## src/sv/mfpd_pkg.sv

```systemverilog
// shared types and constants of the matched filter peak detector
`default_nettype none
package mfpd_pkg;

   localparam int WinDepth  = 256;
   localparam int AddrW     = 8;
   localparam int MaxTaps   = 32;
   localparam int SampleW   = 8;
   localparam int SumW      = 16;
   localparam int DivNumW   = 28;
   localparam int DivDenW   = 16;
   localparam int DivSteps  = 28;
   localparam int DivCntW   = 5;
   localparam int CsrAddrW  = 3;
   localparam int CsrDataW  = 64;
   localparam int RspDataW  = 64;

   localparam logic [11:0] NormScale = 12'd4095;
   localparam logic [6:0]  NormFull  = 7'd127;
   localparam logic [9:0]  CountMax  = 10'd1023;

   localparam logic [CsrAddrW-1:0] CSR_COEF0  = 3'd0;
   localparam logic [CsrAddrW-1:0] CSR_COEF1  = 3'd1;
   localparam logic [CsrAddrW-1:0] CSR_COEF2  = 3'd2;
   localparam logic [CsrAddrW-1:0] CSR_COEF3  = 3'd3;
   localparam logic [CsrAddrW-1:0] CSR_TAPS   = 3'd4;
   localparam logic [CsrAddrW-1:0] CSR_REPEAT = 3'd5;
   localparam logic [CsrAddrW-1:0] CSR_WEIGHT = 3'd6;
   localparam logic [CsrAddrW-1:0] CSR_POINTS = 3'd7;

   typedef struct packed {
      logic               start;
      logic [DivNumW-1:0] dividend;
      logic [DivDenW-1:0] divisor;
   } div_req_type;

   typedef struct packed {
      logic               busy;
      logic               done;
      logic [DivNumW-1:0] quotient;
   } div_rsp_type;

   typedef enum logic [8:0] {
      ST_CLEAR  = 9'b000000001,
      ST_IDLE   = 9'b000000010,
      ST_MAC    = 9'b000000100,
      ST_DRAIN  = 9'b000001000,
      ST_UPDATE = 9'b000010000,
      ST_NORM_P = 9'b000100000,
      ST_NORM_T = 9'b001000000,
      ST_RATIO  = 9'b010000000,
      ST_EMIT   = 9'b100000000
   } state_type;

endpackage
`default_nettype wire

```

## src/sv/mfpd_div.sv

```systemverilog
// shared restoring divider, one quotient bit per cycle
`default_nettype none
module mfpd_div
   import mfpd_pkg::*;
(
   input  wire logic        clock,
   input  wire logic        reset,
   input  wire div_req_type req_in,
   output div_rsp_type      rsp_out
);

   logic               busy_ff, busy_in;
   logic               done_ff, done_in;
   logic [DivCntW-1:0] cnt_ff;
   logic [DivDenW-1:0] rem_ff;
   logic [DivNumW-1:0] quo_ff;
   logic [DivDenW-1:0] den_ff;
   logic [DivDenW:0]   trial;
   logic [DivDenW:0]   diff;
   logic               ge;

   assign trial = {rem_ff, quo_ff[DivNumW-1]};
   assign ge    = trial >= {1'b0, den_ff};
   assign diff  = trial - {1'b0, den_ff};

   always_comb begin
      busy_in = busy_ff;
      done_in = 1'b0;
      if (req_in.start && !busy_ff) begin
         busy_in = 1'b1;
      end else if (busy_ff && cnt_ff == DivCntW'(DivSteps - 1)) begin
         busy_in = 1'b0;
         done_in = 1'b1;
      end
   end

   always_ff @(posedge clock) begin
      if (reset) begin
         busy_ff <= 1'b0;
         done_ff <= 1'b0;
      end else begin
         busy_ff <= busy_in;
         done_ff <= done_in;
      end
   end

   always_ff @(posedge clock) begin
      if (req_in.start && !busy_ff) begin
         cnt_ff <= '0;
         rem_ff <= '0;
         quo_ff <= req_in.dividend;
         den_ff <= req_in.divisor;
      end else if (busy_ff) begin
         cnt_ff <= cnt_ff + 1'b1;
         rem_ff <= ge ? diff[DivDenW-1:0] : trial[DivDenW-1:0];
         quo_ff <= {quo_ff[DivNumW-2:0], ge};
      end
   end

   assign rsp_out.busy     = busy_ff;
   assign rsp_out.done     = done_ff;
   assign rsp_out.quotient = quo_ff;

endmodule
`default_nettype wire

```

## src/sv/matched_filter_peak_detector_top.sv

```systemverilog
// matched filter peak detector: window memory, shared mac loop, shared divider
// per sample: idle, then the mac loop over len window taps, one tap per cycle, drain and
//   update (len = tap_count * repeat_factor mod 256; a sample with no taps skips to update)
// a frame-closing sample adds up to three divider passes and an emit step, which waits
//   for a free output register; one sample at a time, ready only when idle
// synchronous reset, then a clear of all 256 window entries with req_tready low
`default_nettype none
module matched_filter_peak_detector_top
   import mfpd_pkg::*;
(
   input  wire logic                clock,
   input  wire logic                reset,
   // input samples
   input  wire logic                req_tvalid,
   output logic                     req_tready,
   input  wire logic [7:0]          req_tdata,   // [7:0] sample
   // frame results
   output logic                     rsp_tvalid,
   input  wire logic                rsp_tready,
   output logic [RspDataW-1:0]      rsp_tdata,   // [15:0] magnitude, [31:16] quality_ratio,
                                                 // [32] ratio_invalid, [47:33] raw_peak,
                                                 // [63:48] raw_trough
   // configuration writes
   input  wire logic                csr_we,
   input  wire logic [CsrAddrW-1:0] csr_addr,
   input  wire logic [CsrDataW-1:0] csr_wdata
);

   // configuration registers
   logic [3:0][63:0] coef_ff;
   logic [31:0][7:0] coef_bytes;
   logic [5:0]       taps_ff;
   logic [3:0]       rep_ff;
   logic [7:0]       wsum_ff;
   logic [7:0]       pts_ff;

   always_ff @(posedge clock) begin
      if (reset) begin
         coef_ff <= '0;
         taps_ff <= 6'd1;
         rep_ff  <= 4'd1;
         wsum_ff <= 8'd1;
         pts_ff  <= 8'd1;
      end else if (csr_we) begin
         case (csr_addr)
            CSR_COEF0:  coef_ff[0] <= csr_wdata;
            CSR_COEF1:  coef_ff[1] <= csr_wdata;
            CSR_COEF2:  coef_ff[2] <= csr_wdata;
            CSR_COEF3:  coef_ff[3] <= csr_wdata;
            CSR_TAPS:   taps_ff    <= csr_wdata[5:0];
            CSR_REPEAT: rep_ff     <= csr_wdata[3:0];
            CSR_WEIGHT: wsum_ff    <= csr_wdata[7:0];
            CSR_POINTS: pts_ff     <= csr_wdata[7:0];
            default: ;
         endcase
      end
   end

   assign coef_bytes = coef_ff;

   // sequencer state
   state_type          state_ff, state_in;
   logic [AddrW-1:0]   clr_ff, clr_in;
   logic [AddrW-1:0]   wp_ff, wp_in;
   logic [9:0]         cnt_ff, cnt_in;
   logic signed [15:0] peak_ff, peak_in;
   logic signed [15:0] trough_ff, trough_in;
   logic               phase_ff, phase_in;
   logic               p1_ff, p1_in;
   logic               rsp_valid_ff, rsp_valid_in;

   // per-sample working registers
   logic [7:0]         len_ff, len_in;
   logic [9:0]         target_ff, target_in;
   logic               active_ff, active_in;
   logic [AddrW-1:0]   base_ff, base_in;
   logic [7:0]         i_ff, i_in;
   logic [7:0]         idx_ff, idx_in;
   logic [3:0]         rcnt_ff, rcnt_in;
   logic signed [15:0] acc_ff, acc_in;
   logic signed [7:0]  coef_p1_ff;
   logic signed [7:0]  rd_data_ff;
   logic signed [15:0] pn_ff, pn_in;
   logic signed [15:0] tn_ff, tn_in;
   logic signed [15:0] mag_ff, mag_in;
   logic [15:0]        qr_ff, qr_in;
   logic               bad_ff, bad_in;
   logic [RspDataW-1:0] rsp_data_ff, rsp_data_in;

   // helpers
   logic               req_fire;
   logic [9:0]         len_prod;
   logic [7:0]         len_c;
   logic [7:0]         need_c;
   logic [7:0]         pc_c;
   logic [9:0]         cnt_next_c;
   logic [AddrW-1:0]   rd_addr;
   logic signed [7:0]  coef_c;
   logic signed [15:0] prod;
   logic signed [15:0] norm_v;
   logic [15:0]        abs_v;
   logic [15:0]        norm_den;
   logic [DivNumW-1:0] q;
   logic signed [15:0] norm_q;
   logic signed [15:0] norm_zero;
   logic signed [16:0] pn17;
   logic signed [16:0] ntn17;
   logic               dom_pos;
   logic signed [16:0] num17;
   logic signed [16:0] den17;
   div_req_type        div_req;
   div_rsp_type        div_rsp;

   // window memory
   logic signed [7:0]  win_mem [WinDepth];
   logic               mem_we;
   logic [AddrW-1:0]   mem_wa;
   logic signed [7:0]  mem_wd;

   assign req_fire = req_tvalid && req_tready;
   assign mem_we   = (state_ff == ST_CLEAR) || req_fire;
   assign mem_wa   = (state_ff == ST_CLEAR) ? clr_ff : wp_ff;
   assign mem_wd   = (state_ff == ST_CLEAR) ? 8'sd0 : $signed(req_tdata);
   assign rd_addr  = base_ff + i_ff;

   always_ff @(posedge clock) begin
      if (mem_we) begin
         win_mem[mem_wa] <= mem_wd;
      end
      rd_data_ff <= win_mem[rd_addr];
   end

   // frame geometry from the current registers
   assign len_prod   = 10'(taps_ff * rep_ff);
   assign len_c      = len_prod[7:0];
   assign need_c     = (len_c == 8'd0) ? 8'd1 : len_c;
   assign pc_c       = (pts_ff == 8'd0) ? 8'd1 : pts_ff;
   assign cnt_next_c = (cnt_ff == CountMax) ? cnt_ff : cnt_ff + 10'd1;

   // coefficient lookup, zero beyond the bank
   assign coef_c = (idx_ff < 8'(MaxTaps)) ? $signed(coef_bytes[idx_ff[4:0]]) : 8'sd0;
   assign prod   = 16'(coef_p1_ff * rd_data_ff);

   // normalization operands
   assign norm_v    = (state_ff == ST_NORM_P) ? peak_ff : trough_ff;
   assign abs_v     = norm_v[15] ? (~norm_v + 16'd1) : norm_v;
   assign norm_den  = 16'(wsum_ff * NormFull);
   assign q         = div_rsp.quotient;
   assign norm_zero = (norm_v > 16'sd0) ? 16'sd32767 :
                      (norm_v < 16'sd0) ? -16'sd32768 : 16'sd0;
   always_comb begin
      if (!norm_v[15]) begin
         norm_q = (q > DivNumW'(32767)) ? 16'sd32767 : $signed(q[15:0]);
      end else begin
         norm_q = (q > DivNumW'(32768)) ? -16'sd32768 : $signed(16'd0 - q[15:0]);
      end
   end

   // dominant extreme selection
   assign pn17    = {pn_ff[15], pn_ff};
   assign ntn17   = -$signed({tn_ff[15], tn_ff});
   assign dom_pos = pn17 > ntn17;
   assign num17   = dom_pos ? pn17 : ntn17;
   assign den17   = dom_pos ? ntn17 : pn17;

   always_comb begin
      div_req = '0;
      if ((state_ff == ST_NORM_P || state_ff == ST_NORM_T) && !phase_ff
          && wsum_ff != 8'd0) begin
         div_req.start    = 1'b1;
         div_req.dividend = DivNumW'(abs_v * NormScale);
         div_req.divisor  = norm_den;
      end else if (state_ff == ST_RATIO && !phase_ff && den17 > 17'sd0) begin
         div_req.start    = 1'b1;
         div_req.dividend = {3'b000, num17, 8'h00};
         div_req.divisor  = den17[15:0];
      end
   end

   mfpd_div u_div (
      .clock   (clock),
      .reset   (reset),
      .req_in  (div_req),
      .rsp_out (div_rsp)
   );

   // sequencer
   always_comb begin
      state_in     = state_ff;
      clr_in       = clr_ff;
      wp_in        = wp_ff;
      cnt_in       = cnt_ff;
      peak_in      = peak_ff;
      trough_in    = trough_ff;
      phase_in     = phase_ff;
      p1_in        = (state_ff == ST_MAC);
      rsp_valid_in = rsp_valid_ff && !rsp_tready;
      len_in       = len_ff;
      target_in    = target_ff;
      active_in    = active_ff;
      base_in      = base_ff;
      i_in         = i_ff;
      idx_in       = idx_ff;
      rcnt_in      = rcnt_ff;
      acc_in       = p1_ff ? acc_ff + prod : acc_ff;
      pn_in        = pn_ff;
      tn_in        = tn_ff;
      mag_in       = mag_ff;
      qr_in        = qr_ff;
      bad_in       = bad_ff;
      rsp_data_in  = rsp_data_ff;

      case (state_ff)
         ST_CLEAR: begin
            clr_in = clr_ff + 1'b1;
            if (clr_ff == AddrW'(WinDepth - 1)) begin
               state_in = ST_IDLE;
            end
         end
         ST_IDLE: begin
            if (req_fire) begin
               wp_in     = wp_ff + 1'b1;
               cnt_in    = cnt_next_c;
               len_in    = len_c;
               target_in = 10'(need_c) + 10'(pc_c) - 10'd1;
               active_in = cnt_next_c >= 10'(need_c);
               base_in   = wp_ff + 1'b1 - len_c;
               i_in      = '0;
               idx_in    = '0;
               rcnt_in   = '0;
               acc_in    = '0;
               state_in  = (cnt_next_c >= 10'(need_c) && len_c != 8'd0) ?
                           ST_MAC : ST_UPDATE;
            end
         end
         ST_MAC: begin
            i_in = i_ff + 8'd1;
            if (rcnt_ff == rep_ff - 4'd1) begin
               rcnt_in = '0;
               idx_in  = idx_ff + 8'd1;
            end else begin
               rcnt_in = rcnt_ff + 4'd1;
            end
            if (i_ff == len_ff - 8'd1) begin
               state_in = ST_DRAIN;
            end
         end
         ST_DRAIN: begin
            state_in = ST_UPDATE;
         end
         ST_UPDATE: begin
            if (active_ff) begin
               if (acc_ff > peak_ff) peak_in = acc_ff;
               if (acc_ff < trough_ff) trough_in = acc_ff;
            end
            bad_in   = 1'b0;
            phase_in = 1'b0;
            state_in = (cnt_ff >= target_ff) ? ST_NORM_P : ST_IDLE;
         end
         ST_NORM_P, ST_NORM_T: begin
            if (wsum_ff == 8'd0) begin
               bad_in = 1'b1;
               if (state_ff == ST_NORM_P) pn_in = norm_zero;
               else tn_in = norm_zero;
               state_in = (state_ff == ST_NORM_P) ? ST_NORM_T : ST_RATIO;
            end else if (!phase_ff) begin
               phase_in = 1'b1;
            end else if (div_rsp.done) begin
               phase_in = 1'b0;
               if (state_ff == ST_NORM_P) pn_in = norm_q;
               else tn_in = norm_q;
               state_in = (state_ff == ST_NORM_P) ? ST_NORM_T : ST_RATIO;
            end
         end
         ST_RATIO: begin
            mag_in = dom_pos ? pn_ff : tn_ff;
            if (den17 <= 17'sd0) begin
               bad_in   = 1'b1;
               qr_in    = 16'hFFFF;
               state_in = ST_EMIT;
            end else if (!phase_ff) begin
               phase_in = 1'b1;
            end else if (div_rsp.done) begin
               phase_in = 1'b0;
               qr_in    = (q > DivNumW'(65535)) ? 16'hFFFF : q[15:0];
               state_in = ST_EMIT;
            end
         end
         ST_EMIT: begin
            // hold the frame until the output register is free
            if (!rsp_valid_ff || rsp_tready) begin
               rsp_data_in  = {trough_ff, peak_ff[14:0], bad_ff, qr_ff, mag_ff};
               rsp_valid_in = 1'b1;
               cnt_in       = '0;
               peak_in      = '0;
               trough_in    = '0;
               state_in     = ST_IDLE;
            end
         end
         default: state_in = ST_IDLE;
      endcase
   end

   always_ff @(posedge clock) begin
      if (reset) begin
         state_ff     <= ST_CLEAR;
         clr_ff       <= '0;
         wp_ff        <= '0;
         cnt_ff       <= '0;
         peak_ff      <= '0;
         trough_ff    <= '0;
         phase_ff     <= 1'b0;
         p1_ff        <= 1'b0;
         rsp_valid_ff <= 1'b0;
      end else begin
         state_ff     <= state_in;
         clr_ff       <= clr_in;
         wp_ff        <= wp_in;
         cnt_ff       <= cnt_in;
         peak_ff      <= peak_in;
         trough_ff    <= trough_in;
         phase_ff     <= phase_in;
         p1_ff        <= p1_in;
         rsp_valid_ff <= rsp_valid_in;
      end
   end

   always_ff @(posedge clock) begin
      len_ff      <= len_in;
      target_ff   <= target_in;
      active_ff   <= active_in;
      base_ff     <= base_in;
      i_ff        <= i_in;
      idx_ff      <= idx_in;
      rcnt_ff     <= rcnt_in;
      acc_ff      <= acc_in;
      coef_p1_ff  <= coef_c;
      pn_ff       <= pn_in;
      tn_ff       <= tn_in;
      mag_ff      <= mag_in;
      qr_ff       <= qr_in;
      bad_ff      <= bad_in;
      rsp_data_ff <= rsp_data_in;
   end

   assign req_tready = (state_ff == ST_IDLE);
   assign rsp_tvalid = rsp_valid_ff;
   assign rsp_tdata  = rsp_data_ff;

`ifndef SYNTH
   // the block is busy in the cycle after it takes a sample
   a_busy_after_beat: assert property (@(posedge clock) disable iff (reset)
      req_fire |=> !req_tready)
      else $error("sample taken while still working on the previous one");

   // the tracked extremes never cross zero
   a_extreme_signs: assert property (@(posedge clock) disable iff (reset)
      !peak_ff[15] && (trough_ff[15] || trough_ff == 16'sd0))
      else $error("running peak or trough has the wrong sign");

   // the tap walk stays inside the filter length
   a_tap_range: assert property (@(posedge clock) disable iff (reset)
      state_ff == ST_MAC |-> i_ff < len_ff)
      else $error("tap index beyond filter length");

   // divider results arrive only while the sequencer waits for them
   a_div_owner: assert property (@(posedge clock) disable iff (reset)
      div_rsp.done |-> (state_ff == ST_NORM_P || state_ff == ST_NORM_T
                        || state_ff == ST_RATIO))
      else $error("divider finished outside a division step");
`endif

endmodule
`default_nettype wire

```

## config.mk

```make
export PLATFORM = sky130hd
export DESIGN_NAME = matched_filter_peak_detector_top
export DESIGN_NICKNAME = d
export VERILOG_FILES = /design/src/sv/mfpd_pkg.sv /design/src/sv/mfpd_div.sv /design/src/sv/matched_filter_peak_detector_top.sv
export SDC_FILE = /design/constraint.sdc
export NUM_CORES = 2
export LEC_CHECK = 0
export ABC_CLOCK_PERIOD_IN_PS = 22800
export BUFFER_PORTS_ARGS = -buffer_cell sky130_fd_sc_hd__buf_2
export CORE_UTILIZATION = 50
export CTS_CLUSTER_DIAMETER = 30
export DETAILED_ROUTE_END_ITERATION = 6
export GPL_ROUTABILITY_DRIVEN = 0
export HOLD_SLACK_MARGIN = 0.12
export PLACE_DENSITY = 0.76
export SYNTH_ARGS = -nofsm -noshare
export SYNTH_HDL_FRONTEND = slang
export SYNTH_HIERARCHICAL = 1
export SYNTH_SLANG_ARGS = --single-unit
```

## constraint.sdc

```tcl
create_clock -name clock -period 22.8 [get_ports clock]
set_input_delay 4.56 -clock clock [delete_from_list [all_inputs] [get_ports clock]]
set_output_delay 4.56 -clock clock [all_outputs]
set_load 0.02 [all_outputs]
```

==> summary.md <==
| Metric | Value |
|---|---|
| Clk Latency, worst-skew pair | `1.01 ns` |
| Cell family with most CP delay | `adder cells` |
| I/O Buffers | `145` |
| Syn-to-layout area delta | `16.3%` |
| Clock Skew | `0.137 ns` |
| Slew HR | `0.115` |
| Min Tclk post-route | `8.47 ns` |
| Die H | `489 microns` |
| Crit path DAT | `9.19 ns` |
| Bufs and invs on worst path | `4` |
| Worst vdd ir | `0.0000945 V` |
| Per-cell routed wire length | `28.1 microns` |
| Flop-to-flop setup slack | `14.33 ns` |
| Fin. Hold Viols | `0` |
| Vias in the first global route | `71.0k` |
| Max Buffers Root-to-Sink | `4` |
| Largest net degree at the start of global routing | `178` |
| CP max stage cell | `fa_1` |
| Initial antenna violation count | `36` |
| CTS clock-pin slew for the worst setup and hold paths | `0.05 ns` |
| WP depth | `27` |
| Antenna viol nets, final | `0` |
| Root buffer cell | `clkbuf_16` |
| Worst Reg-to-Reg Cells | `27` |
| TritonCTS clock tree | `built` |
| Final period utilization | `0.372` |
| Post-DP HPWL | `176 mm` |
| Sink Count | `2675` |
| Die width | `489 microns` |
| Initial Util | `0.504` |
| Htree depth | `5` |
| Worst setup EP type | `register` |
| Die area | `0.240 sq mm` |
| DRC | `9` |
| WP data required | `23.51 ns` |
| Post-cts resize count | `0` |
| First-pass GRT wire length | `469 mm` |
| Worst Setup EP | `u_div/quo_ff[27]$_DFFE_PP_` |
| Hold buffer count at cts | `0` |
| Std cell rows | `178` |
| Drt via density | `6.22` |
| Mapped Cells | `7503` |
| Startpoint Class | `register` |
| WL final | `318 mm` |
| DR vias | `70.4k` |
| Max cap viols | `0` |
| # Post-CTS Setup Buffers | `0` |
| Final Worst Setup Slack | `14.33 ns` |
| Detailed-router iteration count before antenna repair | `7` |
| DRT iter0 DRCs | `8828` |
| GRT overflow | `0` |
| Setup CP Type | `register to register` |
| Mapped Area | `0.119 sq mm` |
| Status | `finished, violations left` |
| Hold Path Class | `register to register` |
| Slew Viols, Final | `0` |
| Synth Warn # | `6` |
| I/O pin count | `146` |
| Pre-CTS WS | `14.45 ns` |
| Final setup vio count | `0` |
| Total CTS buffers | `442` |
| Layout net count | `8331` |
| CP peak stage delay | `0.68 ns` |
| Power Density | `109 mW/mm^2` |
| Area of the multi-input gates | `0.0396 sq mm` |
| Core area | `0.236 sq mm` |
| Setup tns final | `0 ns` |
| Layout cells sized above 1 | `0.225` |
| Lkg Pwr | `47.5 nW` |
| Fmax | `118 MHz` |
| Reg2reg start | `state_ff[2]$_SDFFE_PP0P_` |
| Aggregate global-route resource usage | `0.265` |
| Fillers | `16.5k` |
| Crit-path most repeated cell | `fa_1` |
| Worst slew pin tran | `1.32 ns` |
| Net Count, Synth | `8044` |
| Critical R2R Capture | `u_div/quo_ff[27]$_DFFE_PP_` |
| Crit Path Max Fanout | `49` |
| RSZ-0062 raised after global routing | `no` |
| Failing checks | `DRC` |
| Syn avg cell area | `15.8 sq um` |
| CP Launch Point | `state_ff[2]$_SDFFE_PP0P_` |
| FF+latch area | `0.0763 sq mm` |
## flip-flops by register name, indices dropped and copies added, names as in the netlist, 10 cells and up
register and flops:
acc_ff 16, cnt_ff 10, coef_bytes 256, mag_ff 16, peak_ff 16, pn_ff 16
qr_ff 16, rsp_tdata 64, target_ff 10, tn_ff 16, trough_ff 16, u_div/den_ff 16
u_div/quo_ff 28, u_div/rem_ff 16, win_mem 2048
## power by group
group / switching [W] / total, W / internal (W)
combinational: 0.00156 / 0.00237 / 0.000810
sequential: 0.0000878 / 0.00585 / 0.00576
clock: 0.00248 / 0.00688 / 0.00441
## final cells by class
class	count	share of cell area
clock inverter	304	0.0275
sequential	2675	0.552
antenna	27	0.000489
timing repair buffer	236	0.0108
clock buffer	498	0.0830
tap	3150	0.0285
multi-input combinational	4016	0.286
inverter	419	0.0114
## worst reg2reg max path: stages (launching register included)
cell	delay (ns)
dfxtp_1	0.36
nor3_2	0.42
nand4b_2	0.15
buf_4	0.30
mux2i_1	0.47
nor4b_4	0.48
and3_1	0.29
nand2b_1	0.11
o21ai_0	0.23
xor2_1	0.38
inv_1	0.20
fa_1	0.68
fa_1	0.48
fa_1	0.51
fa_1	0.49
inv_1	0.05
fa_1	0.35
inv_1	0.06
ha_1	0.29
or2_2	0.33
a21oi_1	0.19
a21oi_1	0.08
or3_1	0.34
o211ai_1	0.17
a41oi_1	0.17
o21a_1	0.21
o21a_1	0.17
mux2_2	0.26
## layout by cell type, fill, tap and decap left out, types with 31 or more instances in the layout
master         n
ha_1         282
xor2_1        84
edfxtp_1    2268
mux4_2       752
clkinv_2      54
or3_1         43
clkbuf_1      42
mux2i_1       92
clkinv_1      34
mux2_2        43
dfxtp_1      407
bufinv_16     68
nor2_1       449
xnor2_1      112
nor3_1        81
clkbuf_16    447
buf_2        144
nand2_1      746
nand3_1       87
clkinvlp_4    40
inv_1        418
buf_4         85
and2_1        44
o21ai_0       98
a21oi_1      402
nand2b_1      44
o22ai_1       31
clkinv_4      39
a21o_1        50
inv_6         52
fa_1         177
## per-stage QoR
stage	instance area, sq um	hold slack, ns	utilization	total power [W]	std cells
after global routing	138000	0.406	0.586	0.0154	11300
after global placement	123000	0.402	0.521	0.00814	10500
final	138000	0.403	0.586	0.0151	11300
after detailed placement	123000	0.406	0.521	0.00822	10500
after CTS	138000	0.401	0.586	0.0151	11300
after floorplan	119000	0.400	-	0.00743	7503
## routing by layer
layer  vias to the layer above  GRT usage  wire, microns
li1                      29300          -              -
met1                     35800      0.330         114000
met2                      4402      0.442         158000
met3                       883     0.0564          29200
met4                        26      0.127          16500
met5                         -          0            172
## worst min-delay path by stage
stage / start / slack (ns) / cells after the start / endpoint
5_1_grt: mag_ff[4]$_DFFE_PP_ / 0.41 / 0 / rsp_tdata[4]$_DFFE_PP_
2_1_floorplan: mag_ff[0]$_DFFE_PP_ / 0.40 / 0 / rsp_tdata[0]$_DFFE_PP_
3_3_place_gp: qr_ff[8]$_SDFFCE_PP1P_ / 0.40 / 0 / rsp_tdata[24]$_DFFE_PP_
6_report: mag_ff[4]$_DFFE_PP_ / 0.40 / 0 / rsp_tdata[4]$_DFFE_PP_
3_5_place_dp: qr_ff[2]$_SDFFCE_PP1P_ / 0.41 / 0 / rsp_tdata[18]$_DFFE_PP_
4_1_cts: mag_ff[4]$_DFFE_PP_ / 0.40 / 0 / rsp_tdata[4]$_DFFE_PP_
(Power assumes the default switching activity.)
